**src/design/septet_packer_unpacker_core_defines.svh**
```systemverilog
// Assertion macros for the septet packer and unpacker core
`ifndef SEPTET_PACKER_UNPACKER_CORE_DEFINES_SVH
`define SEPTET_PACKER_UNPACKER_CORE_DEFINES_SVH

// same-cycle implication, disabled while reset is low
`define SPU_ASSERT_NOW(lbl, clk_s, rst_n_s, ante, cons, msg) \
	lbl: assert property (@(posedge clk_s) disable iff (!rst_n_s) (ante) |-> (cons)) \
		else $error(msg);

// next-cycle implication, disabled while reset is low
`define SPU_ASSERT_NEXT(lbl, clk_s, rst_n_s, ante, cons, msg) \
	lbl: assert property (@(posedge clk_s) disable iff (!rst_n_s) (ante) |=> (cons)) \
		else $error(msg);

`endif

```
**src/design/spu_pkg.sv**
```systemverilog
// Shared types and constants of the septet packer and unpacker
`timescale 1ns / 1ps
package spu_pkg;

	localparam int unsigned MAX_UNITS = 255;

	typedef enum logic [2:0] {
		REG_DIRECTION   = 3'd0,
		REG_ALPHABET    = 3'd1,
		REG_BINARY_DATA = 3'd2,
		REG_START_BIT   = 3'd3,
		REG_UNIT_COUNT  = 3'd4,
		REG_OUT_ROOM    = 3'd5
	} cfg_reg_t;

	typedef enum logic [1:0] {
		ST_OK          = 2'd0,
		ST_OVERFLOW    = 2'd1,
		ST_SHORT       = 2'd2,
		ST_UNSUPPORTED = 2'd3
	} status_t;

	typedef enum logic [1:0] {
		ALPHA_7BIT  = 2'd0,
		ALPHA_8BIT  = 2'd1,
		ALPHA_UCS2  = 2'd2,
		ALPHA_UNSUP = 2'd3
	} alphabet_t;

	typedef enum logic [1:0] {
		ELEM_NONE = 2'd0,
		ELEM_7    = 2'd1,
		ELEM_8    = 2'd2
	} elem_t;

	typedef struct packed {
		logic       direction;
		logic [1:0] alphabet;
		logic       binary_data;
		logic [2:0] start_bit;
		logic [7:0] unit_count;
		logic [7:0] out_room;
	} cfg_t;

	// up to two results caused by one input transaction
	typedef struct packed {
		logic [1:0] cnt;
		logic [7:0] d0;
		logic [7:0] d1;
		status_t    status;
		logic       last;
	} job_t;

	typedef struct packed {
		logic empty;
		logic full;
	} q_stat_t;

endpackage

```
**src/design/spu_stream_if.sv**
```systemverilog
// Valid/ready stream interfaces for input items and result items
`timescale 1ns / 1ps
interface spu_in_if;
	logic       valid;
	logic       ready;
	logic [7:0] data_in;
	logic       last_in;

	modport source (output valid, output data_in, output last_in, input ready);
	modport sink (input valid, input data_in, input last_in, output ready);
endinterface

interface spu_out_if;
	logic       valid;
	logic       ready;
	logic [7:0] data_out;
	logic [1:0] status;
	logic       last_out;

	modport source (output valid, output data_out, output status, output last_out, input ready);
	modport sink (input valid, input data_out, input status, input last_out, output ready);
endinterface

```
**src/design/spu_front.sv**
```systemverilog
// Front end: accepts items, runs message checks and the bit buffer, builds result jobs
`timescale 1ns / 1ps
module spu_front
	import spu_pkg::*;
(
	input  logic       clk,
	input  logic       arst_n,
	input  cfg_t       cfg,
	spu_in_if.sink     rx,
	input  q_stat_t    q_stat,
	output logic       push,
	output job_t       job
);

	logic [14:0] buf_q, nb;
	logic [3:0]  held_q, nh;
	logic [7:0]  done_q, nd;
	logic [8:0]  os_q, nos;
	logic        err_q, nerr;

	logic        accept;
	logic        first;
	elem_t       elem;
	logic [7:0]  uc;
	logic [10:0] bit_sum;
	logic [8:0]  oct_need;
	status_t     st_chk;
	logic        stop;
	logic        rst_msg;
	logic        shrt;
	logic [7:0]  tail_mask;

	assign rx.ready = !q_stat.full;
	assign accept   = rx.valid && rx.ready;
	assign first    = (os_q == 9'd0);

	always_comb begin
		if (cfg.binary_data) begin
			elem = ELEM_8;
		end else begin
			case (cfg.alphabet)
				ALPHA_7BIT: elem = ELEM_7;
				ALPHA_8BIT: elem = ELEM_8;
				ALPHA_UCS2: elem = ELEM_8;
				default:    elem = ELEM_NONE;
			endcase
		end
	end

	assign uc = ({8'd0, cfg.unit_count} < 16'(MAX_UNITS)) ? cfg.unit_count : 8'(MAX_UNITS);
	assign bit_sum = 11'(cfg.start_bit) + 11'(uc) * 11'd7 + 11'd7;
	assign oct_need = (elem == ELEM_8) ? {1'b0, uc} : 9'(bit_sum >> 3);

	always_comb begin
		if (elem == ELEM_NONE) begin
			st_chk = ST_UNSUPPORTED;
		end else if (!cfg.direction && (oct_need > {1'b0, cfg.out_room})) begin
			st_chk = ST_OVERFLOW;
		end else if (cfg.direction && (uc > cfg.out_room)) begin
			st_chk = ST_SHORT;
		end else begin
			st_chk = ST_OK;
		end
	end

	always_comb begin
		nb        = buf_q;
		nh        = held_q;
		nd        = done_q;
		nos       = os_q;
		nerr      = err_q;
		job       = '0;
		job.status = ST_OK;
		stop      = 1'b0;
		rst_msg   = 1'b0;
		shrt      = 1'b0;
		tail_mask = 8'd0;

		if (err_q) begin
			rst_msg = rx.last_in;
		end else begin
			if (first) begin
				nb = 15'd0;
				nh = cfg.direction ? 4'd0 : {1'b0, cfg.start_bit};
				nd = 8'd0;
				if (st_chk != ST_OK) begin
					job.cnt    = 2'd1;
					job.status = st_chk;
					job.last   = 1'b1;
					stop       = 1'b1;
					if (rx.last_in) begin
						rst_msg = 1'b1;
					end else begin
						nerr = 1'b1;
						nos  = 9'd1;
					end
				end
			end
			if (!stop) begin
				nos = (os_q != '1) ? os_q + 9'd1 : os_q;
				if (!cfg.direction) begin
					shrt = ({1'b0, nd} + 9'd1) < {1'b0, uc};
				end else begin
					shrt = nos < oct_need;
				end
				if (rx.last_in && (elem != ELEM_NONE) && shrt) begin
					job.cnt    = 2'd1;
					job.status = ST_SHORT;
					job.last   = 1'b1;
					rst_msg    = 1'b1;
					stop       = 1'b1;
				end
			end
			if (!stop) begin
				if (elem == ELEM_8) begin
					if (nd < uc) begin
						job.cnt = 2'd1;
						job.d0  = rx.data_in;
						nd      = nd + 8'd1;
					end
				end else if ((elem == ELEM_7) && !cfg.direction) begin
					if ((nd < uc) && (nh <= 4'd8)) begin
						nb = nb | ({8'd0, rx.data_in[6:0]} << nh);
						nh = nh + 4'd7;
						nd = nd + 8'd1;
						if (nh >= 4'd8) begin
							job.cnt = 2'd1;
							job.d0  = nb[7:0];
							nb      = nb >> 8;
							nh      = nh - 4'd8;
						end
					end
					if (rx.last_in && (nh != 4'd0) && (nh < 4'd8)) begin
						tail_mask = ~(8'hFF << nh[2:0]);
						if (job.cnt == 2'd0) begin
							job.d0 = nb[7:0] & tail_mask;
						end else begin
							job.d1 = nb[7:0] & tail_mask;
						end
						job.cnt = job.cnt + 2'd1;
					end
				end else if (elem == ELEM_7) begin
					if (nd < uc) begin
						if (first) begin
							nb = 15'(rx.data_in >> cfg.start_bit);
							nh = 4'd8 - {1'b0, cfg.start_bit};
						end else if (nh <= 4'd7) begin
							nb = nb | (15'(rx.data_in) << nh);
							nh = nh + 4'd8;
						end
						for (int k = 0; k < 2; k++) begin
							if ((nh >= 4'd7) && (nd < uc)) begin
								if (job.cnt == 2'd0) begin
									job.d0 = {1'b0, nb[6:0]};
								end else begin
									job.d1 = {1'b0, nb[6:0]};
								end
								job.cnt = job.cnt + 2'd1;
								nb      = nb >> 7;
								nh      = nh - 4'd7;
								nd      = nd + 8'd1;
							end
						end
					end
				end
				if (rx.last_in) begin
					if (job.cnt == 2'd0) begin
						job.cnt = 2'd1;
					end
					job.last = 1'b1;
					rst_msg  = 1'b1;
				end
			end
		end

		if (rst_msg) begin
			nb   = 15'd0;
			nh   = {1'b0, cfg.start_bit};
			nd   = 8'd0;
			nos  = 9'd0;
			nerr = 1'b0;
		end
	end

	assign push = accept && (job.cnt != 2'd0);

	always_ff @(posedge clk or negedge arst_n) begin
		if (!arst_n) begin
			buf_q  <= 15'd0;
			held_q <= 4'd0;
			done_q <= 8'd0;
			os_q   <= 9'd0;
			err_q  <= 1'b0;
		end else if (accept) begin
			buf_q  <= nb;
			held_q <= nh;
			done_q <= nd;
			os_q   <= nos;
			err_q  <= nerr;
		end
	end

endmodule

```
**src/design/spu_queue.sv**
```systemverilog
// Job queue between front end and back end
`timescale 1ns / 1ps
module spu_queue
	import spu_pkg::*;
#(
	parameter int DEPTH = 4
) (
	input  logic    clk,
	input  logic    arst_n,
	input  logic    push,
	input  job_t    job_in,
	input  logic    pop,
	output job_t    head,
	output q_stat_t stat
);

	localparam int PTR_W = (DEPTH > 1) ? $clog2(DEPTH) : 1;
	localparam int CNT_W = $clog2(DEPTH + 1);

	job_t             mem_q [DEPTH];
	logic [PTR_W-1:0] wr_q, rd_q;
	logic [CNT_W-1:0] cnt_q;
	logic             do_push, do_pop;

	assign stat.empty = (cnt_q == '0);
	assign stat.full  = (cnt_q == CNT_W'(DEPTH));
	assign do_push    = push && !stat.full;
	assign do_pop     = pop && !stat.empty;
	assign head       = mem_q[rd_q];

	always_ff @(posedge clk) begin
		if (do_push) begin
			mem_q[wr_q] <= job_in;
		end
	end

	always_ff @(posedge clk or negedge arst_n) begin
		if (!arst_n) begin
			wr_q  <= '0;
			rd_q  <= '0;
			cnt_q <= '0;
		end else begin
			if (do_push) begin
				wr_q <= (wr_q == PTR_W'(DEPTH - 1)) ? '0 : wr_q + 1'b1;
			end
			if (do_pop) begin
				rd_q <= (rd_q == PTR_W'(DEPTH - 1)) ? '0 : rd_q + 1'b1;
			end
			if (do_push && !do_pop) begin
				cnt_q <= cnt_q + 1'b1;
			end else if (do_pop && !do_push) begin
				cnt_q <= cnt_q - 1'b1;
			end
		end
	end

endmodule

```
**src/design/spu_back.sv**
```systemverilog
// Back end: takes jobs from the queue and issues their results one per cycle while tx.ready is high
`timescale 1ns / 1ps
module spu_back
	import spu_pkg::*;
(
	input  logic    clk,
	input  logic    arst_n,
	input  q_stat_t q_stat,
	input  job_t    head,
	output logic    pop,
	spu_out_if.source tx
);

	job_t job_q;
	logic idx_q;
	logic valid_q;
	logic fin;

	assign fin         = (idx_q == (job_q.cnt == 2'd2));
	assign pop         = !q_stat.empty && (!valid_q || (tx.ready && fin));
	assign tx.valid    = valid_q;
	assign tx.data_out = idx_q ? job_q.d1 : job_q.d0;
	assign tx.status   = job_q.status;
	assign tx.last_out = job_q.last && fin;

	always_ff @(posedge clk) begin
		if (pop) begin
			job_q <= head;
		end
	end

	always_ff @(posedge clk or negedge arst_n) begin
		if (!arst_n) begin
			valid_q <= 1'b0;
			idx_q   <= 1'b0;
		end else if (pop) begin
			valid_q <= 1'b1;
			idx_q   <= 1'b0;
		end else if (valid_q && tx.ready) begin
			if (fin) begin
				valid_q <= 1'b0;
			end else begin
				idx_q <= 1'b1;
			end
		end
	end

endmodule

```
**src/design/septet_packer_unpacker_core.sv**
```systemverilog
// Top level of the GSM 7-bit septet packer and unpacker
// Path: an accepted input transaction is stored as a job in the queue, then moved into the output register.
// Throughput: one input transaction per cycle while the queue is not full; one result per cycle
// leaves while tx.ready is high, a two-result item issues both in turn, QUEUE_DEPTH jobs buffer the difference.
// Reset: arst_n clears message state, queue and output; registers return to their defaults.
`timescale 1ns / 1ps
`include "septet_packer_unpacker_core_defines.svh"
module septet_packer_unpacker_core
	import spu_pkg::*;
#(
	parameter int QUEUE_DEPTH = 4
) (
	input  logic       clk,
	input  logic       arst_n,
	spu_in_if.sink     rx,
	spu_out_if.source  tx,
	input  logic       cfg_we,
	input  logic [2:0] cfg_index,
	input  logic [7:0] cfg_wdata
);

	cfg_t    cfg_q;
	q_stat_t q_stat;
	job_t    job_new;
	job_t    q_head;
	logic    push;
	logic    pop;

	always_ff @(posedge clk or negedge arst_n) begin
		if (!arst_n) begin
			cfg_q.direction   <= 1'b0;
			cfg_q.alphabet    <= ALPHA_7BIT;
			cfg_q.binary_data <= 1'b0;
			cfg_q.start_bit   <= 3'd0;
			cfg_q.unit_count  <= 8'd0;
			cfg_q.out_room    <= 8'd255;
		end else if (cfg_we) begin
			case (cfg_index)
				REG_DIRECTION:   cfg_q.direction   <= cfg_wdata[0];
				REG_ALPHABET:    cfg_q.alphabet    <= cfg_wdata[1:0];
				REG_BINARY_DATA: cfg_q.binary_data <= cfg_wdata[0];
				REG_START_BIT:   cfg_q.start_bit   <= cfg_wdata[2:0];
				REG_UNIT_COUNT:  cfg_q.unit_count  <= cfg_wdata;
				REG_OUT_ROOM:    cfg_q.out_room    <= cfg_wdata;
				default: ;
			endcase
		end
	end

	spu_front u_front (
		.clk    (clk),
		.arst_n (arst_n),
		.cfg    (cfg_q),
		.rx     (rx),
		.q_stat (q_stat),
		.push   (push),
		.job    (job_new)
	);

	spu_queue #(
		.DEPTH (QUEUE_DEPTH)
	) u_queue (
		.clk    (clk),
		.arst_n (arst_n),
		.push   (push),
		.job_in (job_new),
		.pop    (pop),
		.head   (q_head),
		.stat   (q_stat)
	);

	spu_back u_back (
		.clk    (clk),
		.arst_n (arst_n),
		.q_stat (q_stat),
		.head   (q_head),
		.pop    (pop),
		.tx     (tx)
	);

	`SPU_ASSERT_NOW(a_err_result, clk, arst_n, tx.valid && (tx.status != ST_OK), (tx.data_out == 8'd0) && tx.last_out, "error result must carry zero data and end the message")
	`SPU_ASSERT_NEXT(a_queue_drain, clk, arst_n, !q_stat.empty && !tx.valid, tx.valid, "queued job not moved to the output")

endmodule
```
**src/flat_wrapper.sv**
```systemverilog
// flat-port wrapper written by rule: the top's interface ports become plain ports
module septet_packer_unpacker_core_flat import spu_pkg::*;
#(
	parameter int QUEUE_DEPTH = 4
)
  (clk, arst_n, cfg_we, cfg_index, cfg_wdata, rx_valid, rx_data_in, rx_last_in, rx_ready, tx_valid, tx_data_out, tx_status, tx_last_out, tx_ready);
  spu_in_if rx_i ();
  spu_out_if tx_i ();
  input  logic clk;
  input  logic arst_n;
  input  logic cfg_we;
  input  logic [2:0] cfg_index;
  input  logic [7:0] cfg_wdata;
  input wire logic [$bits(rx_i.valid)-1:0] rx_valid;
  input wire logic [$bits(rx_i.data_in)-1:0] rx_data_in;
  input wire logic [$bits(rx_i.last_in)-1:0] rx_last_in;
  output wire logic [$bits(rx_i.ready)-1:0] rx_ready;
  output wire logic [$bits(tx_i.valid)-1:0] tx_valid;
  output wire logic [$bits(tx_i.data_out)-1:0] tx_data_out;
  output wire logic [$bits(tx_i.status)-1:0] tx_status;
  output wire logic [$bits(tx_i.last_out)-1:0] tx_last_out;
  input wire logic [$bits(tx_i.ready)-1:0] tx_ready;
  assign rx_i.valid = rx_valid;
  assign rx_i.data_in = rx_data_in;
  assign rx_i.last_in = rx_last_in;
  assign rx_ready = rx_i.ready;
  assign tx_valid = tx_i.valid;
  assign tx_data_out = tx_i.data_out;
  assign tx_status = tx_i.status;
  assign tx_last_out = tx_i.last_out;
  assign tx_i.ready = tx_ready;
  septet_packer_unpacker_core #(.QUEUE_DEPTH(QUEUE_DEPTH)) u_core (.clk(clk), .arst_n(arst_n), .rx(rx_i), .tx(tx_i), .cfg_we(cfg_we), .cfg_index(cfg_index), .cfg_wdata(cfg_wdata));
endmodule
```
**config.mk**
```make
export PLATFORM = sky130hd
export DESIGN_NAME = septet_packer_unpacker_core_flat
export DESIGN_NICKNAME = d
export VERILOG_FILES = /design/src/design/spu_pkg.sv /design/src/design/spu_stream_if.sv /design/src/design/spu_front.sv /design/src/design/spu_queue.sv /design/src/design/spu_back.sv /design/src/design/septet_packer_unpacker_core.sv /design/src/flat_wrapper.sv
export VERILOG_INCLUDE_DIRS = /design/src /design/src/design
export SDC_FILE = /design/constraint.sdc
export NUM_CORES = 1
export LEC_CHECK = 0
export BUFFER_PORTS_ARGS = -buffer_cell sky130_fd_sc_hd__clkbuf_2
export CORE_MARGIN = 2
export CORE_UTILIZATION = 58
export DETAILED_ROUTE_END_ITERATION = 16
export GPL_TIMING_DRIVEN = 0
export PLACE_DENSITY_LB_ADDON = 0.2
export SYNTH_ARGS = -nofsm -noshare
export SYNTH_HDL_FRONTEND = slang
export SYNTH_SLANG_ARGS = --single-unit
```
**constraint.sdc**
```tcl
create_clock -name clk -period 7.4 [get_ports clk]
set_input_delay 0.37 -clock clk [delete_from_list [all_inputs] [get_ports clk]]
set_output_delay 0.37 -clock clk [all_outputs]
set_load 0.05 [all_outputs]
```
Word level (Yosys, flattened, before mapping)
Memories as Yosys holds them, arrays and structs flattened. A register that Yosys moved wholly into a read port is not among the register bits.
Cells that the tools add are included.
{"block": "word_totals", "output_inout_bits": 13, "ramBits": 84, "mem_count": 1, "inputBits": 25, "reg_bits": 69}
{"name": "u_core.u_queue.mem_q", "words": 4, "width": 21, "read_ports": 1, "rd_ports_with_merged_regs": 1, "write_ports": 1, "line": "spu_queue.sv:20", "rtl": "job_t mem_q [DEPTH];"}
{"block": "op_classes", "bitwise": 4, "reduce_logical": 54, "n_addsub": 19, "n_mul": 1, "n_eq_ne": 20, "order_cmp": 13, "mux": 163, "n_shift": 4}
{"cell": "$mux 15", "n": 19}
{"cell": "$mux 18", "n": 13}
{"cell": "$mux 8", "n": 27}
{"cell": "$mux 4", "n": 31}
{"cell": "$mux 10", "n": 10}
{"cell": "$mux 9", "n": 7}
{"cell": "$mux 1", "n": 34}
{"cell": "$or 15x15->15", "n": 2}
{"cell": "$mux 2", "n": 11}
{"cell": "$mux 21", "n": 1}
{"cell": "$mux 3", "n": 7}
{"cell": "$logic_and 1x1->1", "n": 20}
{"cell": "$lt 9x8->1", "n": 2}
{"cell": "$reduce_and 2->1", "n": 9}
{"cell": "$add 8x1->8 const B", "n": 2}
{"cell": "$gt 8x8->1", "n": 2}
{"cell": "$lt 8x8->1", "n": 2}
{"cell": "$shl 7x4->15", "n": 1}
{"cell": "$shl 8x4->15", "n": 1}
{"cell": "$shr 8x3->15", "n": 1}
{"cell": "$mux 7", "n": 2}
{"cell": "$logic_not 2->1", "n": 6}
{"cell": "$reduce_bool 2->1", "n": 6}
{"cell": "$add 11x3->11 const B", "n": 1}
{"cell": "38 further kinds", "n": 61}

Longest topological paths before layout
{"block": "depth", "word_depth": 52, "mapped_depth": 41, "depth_no_buf": 40}

By module
Synthesis repeated with hierarchy kept, for this count alone.
{"block": "unflattened", "hier_cells": 1254, "area_unflattened_um2": 12673.4}
{"module": "spu_front", "cells_per_inst": 1009, "n_inst": 1, "area_per_inst_um2": 7347.0, "seq_area_each_um2": 925.9}
{"module": "spu_queue", "cells_per_inst": 147, "n_inst": 1, "area_per_inst_um2": 3495.9, "seq_area_each_um2": 2697.6}
{"module": "septet_packer_unpacker_core", "cells_per_inst": 53, "n_inst": 1, "area_per_inst_um2": 955.9, "seq_area_each_um2": 585.6}
{"module": "spu_back", "cells_per_inst": 45, "n_inst": 1, "area_per_inst_um2": 874.6, "seq_area_each_um2": 680.7}

Least setup slack after synthesis
No wires, ideal clock.
{"block": "synth_timing", "kind": "reg-to-reg", "startpoint": "register u_core.cfg_q[14] (netlist bit)", "endpoint": "register u_core.u_queue.cnt_q[2]", "t_required_ns": 7.321, "path_stages_with_launch": 40, "setup_time_ns": 0.079, "path_buffers": 1, "arrival_ns": 7.856, "setup_slack_ns": -0.535, "path_cell_list": "dfrtp_1 -> ha_1 -> nand3_1 -> nor2_1 -> nor2_1 -> inv_1 -> ha_1 -> ha_1 -> ha_1 -> ha_1 -> nand2_1 -> o41ai_1 -> o21ai_0 -> a21boi_0 -> o21a_1 -> o21a_1 -> o21a_1 -> o21a_1 -> [4 not listed] -> or3_1 -> a2111oi_0 -> o31a_1 -> a31o_1 -> or3_4 -> inv_2 -> buf_2 -> ha_1 -> and3b_1 -> o221ai_1 -> nand4_1 -> a41oi_4 -> ha_1 -> inv_1 -> fa_1 -> xor2_1 -> nor2_1 -> xor2_1"}
{"block": "synth_via", "elab_chain_len": 43, "word_cells_on_any_way": 98}
{"element": "from (decl)", "line": "septet_packer_unpacker_core.sv:22", "rtl": "cfg_t cfg_q;"}
{"element": "$lt 8x8->1", "line": "spu_front.sv:50", "rtl": "assign uc = ({8'd0, cfg.unit_count} < 16'(MAX_UNITS)) ? cfg.unit_count : 8'(MAX_UNITS);"}
{"element": "$mux 8 *", "line": "spu_front.sv:50"}
{"element": "$mul 8x3->11", "line": "spu_front.sv:51", "rtl": "assign bit_sum = 11'(cfg.start_bit) + 11'(uc) * 11'd7 + 11'd7;"}
{"element": "$add 3x11->11", "line": "spu_front.sv:51"}
{"element": "$add 11x3->11", "line": "spu_front.sv:51"}
{"element": "$mux 8", "line": "spu_front.sv:52", "rtl": "assign oct_need = (elem == ELEM_8) ? {1'b0, uc} : 9'(bit_sum >> 3);"}
{"element": "$gt 8x8->1", "line": "spu_front.sv:57", "rtl": "end else if (!cfg.direction && (oct_need > {1'b0, cfg.out_room})) begin"}
{"element": "$logic_and 1x1->1", "line": "spu_front.sv:57"}
{"element": "[28 not listed]"}
{"element": "$mux 21 *", "line": "spu_front.sv:79", "rtl": "if (err_q) begin"}
{"element": "$reduce_bool 2->1 *", "line": "spu_front.sv:185", "rtl": "assign push = accept && (job.cnt != 2'd0);"}
{"element": "$logic_and 1x1->1 *", "line": "spu_front.sv:185"}
{"element": "$logic_and 1x1->1 *", "line": "spu_queue.sv:27", "rtl": "assign do_push = push && !stat.full;"}
{"element": "named net u_core.u_queue.do_push", "line": "spu_queue.sv:23", "rtl": "logic do_push, do_pop;"}
{"element": "$logic_not 1->1", "line": "spu_queue.sv:51", "rtl": "end else if (do_pop && !do_push) begin"}
{"element": "$logic_and 1x1->1", "line": "spu_queue.sv:51"}
{"element": "$reduce_bool 2->1 (no source line)"}
{"element": "to (signal assigned)", "line": "spu_queue.sv:50", "rtl": "cnt_q <= cnt_q + 1'b1;"}
{"element": "to (signal assigned)", "line": "spu_queue.sv:52", "rtl": "cnt_q <= cnt_q - 1'b1;"}
{"element": "to (decl)", "line": "spu_queue.sv:22", "rtl": "logic [CNT_W-1:0] cnt_q;"}
Mark *: on every way through the listed nets, which the timed path passes. The rest lies on a longest branch. The select of a mux whose other input is x is not followed.
A chain may end at the register's enable or synchronous reset.

Worst setup path after layout
{"block": "layout_timing", "startpoint": "register u_core.cfg_q[14] (netlist bit)", "endpoint": "memory u_core.u_queue.mem_q[1][11] (netlist bit), enable pin"}
{"block": "layout_via", "elab_chain_len": 42, "word_cells_on_any_way": 95}
{"element": "$lt 8x8->1", "line": "spu_front.sv:50"}
{"element": "$mux 8 *", "line": "spu_front.sv:50"}
{"element": "$mul 8x3->11", "line": "spu_front.sv:51"}
{"element": "$add 3x11->11", "line": "spu_front.sv:51"}
{"element": "$add 11x3->11", "line": "spu_front.sv:51"}
{"element": "$mux 8", "line": "spu_front.sv:52"}
{"element": "$gt 8x8->1", "line": "spu_front.sv:57"}
{"element": "$logic_and 1x1->1", "line": "spu_front.sv:57"}
{"element": "[27 not listed]"}
{"element": "$mux 18 *", "line": "spu_front.sv:114", "rtl": "if (!stop) begin"}
{"element": "$mux 21 *", "line": "spu_front.sv:79"}
{"element": "$reduce_bool 2->1 *", "line": "spu_front.sv:185"}
{"element": "$logic_and 1x1->1 *", "line": "spu_front.sv:185"}
{"element": "$logic_and 1x1->1 *", "line": "spu_queue.sv:27"}
{"element": "named net u_core.u_queue.do_push", "line": "spu_queue.sv:23"}
{"element": "$mux 1 *", "line": "spu_queue.sv:32", "rtl": "if (do_push) begin"}
{"element": "$mux 1 (not written as such) *", "line": "spu_queue.sv:33", "rtl": "mem_q[wr_q] <= job_in;"}
{"element": "to (decl)", "line": "spu_queue.sv:20"}
Marks and branches as above.

==> impl_metrics.py <==
metrics = {
    "synth": {
        "synth_common_cells": "nand2_1 (119), edfxtp_1 (100), nor2_1 (98)",
        "yosysMostFrequentCell": "nand2_1",
        "avgSynthCellArea_um2": 9.70,
        "synth_top_area_cell": "edfxtp_1",
        "synth_seq_cells": 169,
        "synth_warnings": 0,
        "synth_ff_type": "edfxtp_1",
        "syn_inst": 1295,
        "ys_types": 108,
        "synth_area_mm2": 0.0126,
        "synthTopCellsByArea": "edfxtp_1 (24%), dfrtp_1 (12%), ha_1 (8.6%), mux4_2 (4.1%), a21oi_1 (3.7%)",
        "syn_nets": 1412,
        "async_flop_share_pct": 40.8,
        "ys_seq_area_share_pct": 37.7,
        "synth_top_area_share_pct": 23.9,
        "synth_enable_flop_cells": 100,
    },
    "setup_path": {
        "slowest_stage": "fa_1",
        "path_buf_inv": 10,
        "worstPathMaxFanout": 9,
        "worstPathRequired_ns": 7.54,
        "worstSetupEndpointType": "register",
        "critPathMostFrequentCell": "buf_6",
        "critPathLaunchType": "register",
        "crit_arrival_ns": 8.27,
        "cp_top_family": "compound AO/OA/AOI/OAI gates",
        "cpPeakStageDelay_ns": 0.49,
        "criticalPathCategory": "reg2reg",
    },
    "clock_tree": {
        "path_clk_slew_ns": 0.08,
        "cts_max_path_buffers": 2,
        "clkLatencyLatePin_ns": 0.45,
        "htree_levels": 4,
        "numCtsBuffers": 17,
        "clockRootBuffer": "clkbuf_16",
        "tritoncts": "yes",
        "clock_sinks": 169,
    },
    "timing": {
        "slew_headroom_pct": 13.6,
        "drv_slew": 0,
        "rsz0062_at_grt": "true",
        "skew_ns": 0.0234,
        "tightest_slew_ns": 1.30,
        "finalCriticalPeriod_ns": 8.12,
        "max_freq_ghz": 0.123,
        "finalHoldViolCount": 0,
        "period_share_pct": 110,
        "fin_tns_setup_ns": -58.64,
        "fin_hold_ws_ns": 0.164,
        "finalWorstSetupSlack_ns": -0.725,
        "setup_violations": 86,
    },
    "final_layout": {
        "post_route_cells_drive_above_1_share_pct": 24.0,
        "multi_input_comb_area_mm2": 0.00776,
        "fin_nets": 1541,
        "ff_latch_area_mm2": 0.00474,
        "finalNonFillerCells": 1712,
        "area_growth_pct": 18.0,
        "nFillCells": 1522,
        "fin_util_pct": 70.1,
        "diodes": 0,
    },
    "grt": {
        "antenna_found_initial": 0,
        "grt_pass1_vias": 11500,
        "gr-total-overflow": 0,
        "groute.usage.overall_pct": 40.2,
        "grt_max_degree": 39,
        "grt_pass1_wl_mm": 68.0,
    },
    "die": {
        "start_util_pct": 59.4,
        "placementRows": 53,
        "core_mm2": 0.0212,
        "io_pins": 38,
        "die-area_mm2": 0.0229,
        "die_y_um": 151,
        "die_x_um": 151,
    },
    "drt": {
        "drc_errors": 0,
        "vias": 12200,
        "wire_per_inst_um": 27.7,
        "avgViaCountPerCell": 7.11,
        "drt-total-wl_mm": 47.4,
        "drtIter0Drc": 1727,
        "first_pass_iters": 8,
        "ant_nets": 0,
    },
    "place": {
        "hpwl_mm": 31.6,
        "io_buffers": 37,
        "dpl.cell_count": 1609,
        "gp_congestion": 1.01,
    },
    "power": {
        "max-vdd-ir-drop_mv": 0.257,
        "total_power_w": 0.00813,
        "power_density_mw_per_mm2": 549,
        "power_leakage_nw": 5.97,
    },
    "run": {
        "drv_cap": 0,
    },
    "run_status": {
        "status": "finished with violations",
        "violations": "setup timing",
    },
    "worst_hold_path": {
        "min_path_type": "in2reg",
    },
}
[stage by stage]
stage	instance area, um^2	worst slack, ns
floorplan	12700	0.0115
global placement	13200	-1.34
detailed placement	13300	-1.37
CTS	14500	-0.247
global route	14800	-0.845
finish	14800	-0.725
[layout make-up]
cell class                      count  share of cell area, %
Sequential cell                   169                   32.0
Clock buffer                       17                   2.87
Multi-Input combinational cell   1002                   52.3
Clock inverter                     15                   1.43
Timing Repair Buffer               98                   4.94
Inverter                           72                   1.89
Tap cell                          275                   2.32
Buffer                             64                   2.21
[layer usage]
| metal | global-route usage, % | share of wire [%] |
|---|---|---|
| met1 | 53.9 | 39 |
| met2 | 63.2 | 45 |
| met3 | 7.77 | 11 |
| met4 | 18.6 | 5.1 |
| met5 | 0 | 0 |
[flip-flops by register name (all words and copies together), names as in the netlist, 2 cells and up]
signal and cells:
u_core.u_back.tx.status 2, u_core.cfg_q 23, u_core.u_front.held_q 4, u_core.u_front.buf_q 15, u_core.u_front.os_q 9, u_core.u_back.job_q 18, u_core.u_queue.cnt_q 3, u_core.u_queue.wr_q 2
u_core.u_queue.mem_q 80, u_core.u_queue.rd_q 2, u_core.u_front.done_q 8
[timing repair]
item,4_1_cts,5_1_grt
hold buffers,1,0
setup endpoints to repair,165,159
hold endpoints to repair,31,0
pin swaps,38,11
setup buffers,48,16
gates cloned,4,10
gates resized for setup,55,46
[tightest hold or removal path, delay by kind of cell]
family | cells | cell delay (ns)
buffers and inverters | 1 | 0.09
AND/OR/NAND/NOR | 1 | 0.05
AO/OA/AOI/OAI | 1 | 0.06
[kinds of logic after synthesis]
kind of cell             after synthesis  share of synthesized area, %
multiplexers                          67                          8.05
adder cells (fa/ha/maj)               92                          9.52
flip-flops                           169                          37.7
AO/OA/AOI/OAI                        400                          21.9
buffers and inverters                136                          4.51
XOR/XNOR                              33                          2.42
AND/OR/NAND/NOR                      398                          15.9
[worst paths after layout]
| path | start | end | slack, ns | cells after the start |
|---|---|---|---|---|
| worst max-delay path | u_core.cfg_q[14] | u_core.u_queue.mem_q[1][11] | -0.72 | 40 |
| worst min-delay path | cfg_wdata[4] | u_core.cfg_q[12] | 0.16 | 3 |
| worst max register to register | u_core.cfg_q[14] | u_core.u_queue.mem_q[1][11] | -0.72 | 40 |
| worst min register to register | u_core.u_queue.cnt_q[2] | u_core.u_queue.cnt_q[2] | 0.51 | 1 |
| max in group asynchronous | arst_n | u_core.cfg_q[1] | 6.23 | 3 |
| min in group asynchronous | arst_n | u_core.u_front.buf_q[4] | 0.48 | 2 |
[power by group]
part	switching (W)	leakage (nW)	total, W	internal (W)
clock	0.000485	0.305	0.000955	0.000470
sequential	0.000169	1.80	0.00154	0.00138
combinational	0.00355	3.86	0.00563	0.00209
total	0.00420	5.97	0.00813	0.00393
[layout by cell type (no fill, tap or decap), drive strengths merged, types with 15 or more instances in the layout]
cell    count
ha         86
o21ai      97
inv        76
a21o       17
dfrtp      61
clkbuf     95
a211oi     17
nor3       28
edfxtp    100
mux2       33
and2       25
xnor2      22
nand3      50
a21oi      98
mux4       23
a22o       16
buf        83
nand2     121
nor2      102
a31oi      15
Power figures use the tool's default switching activity.
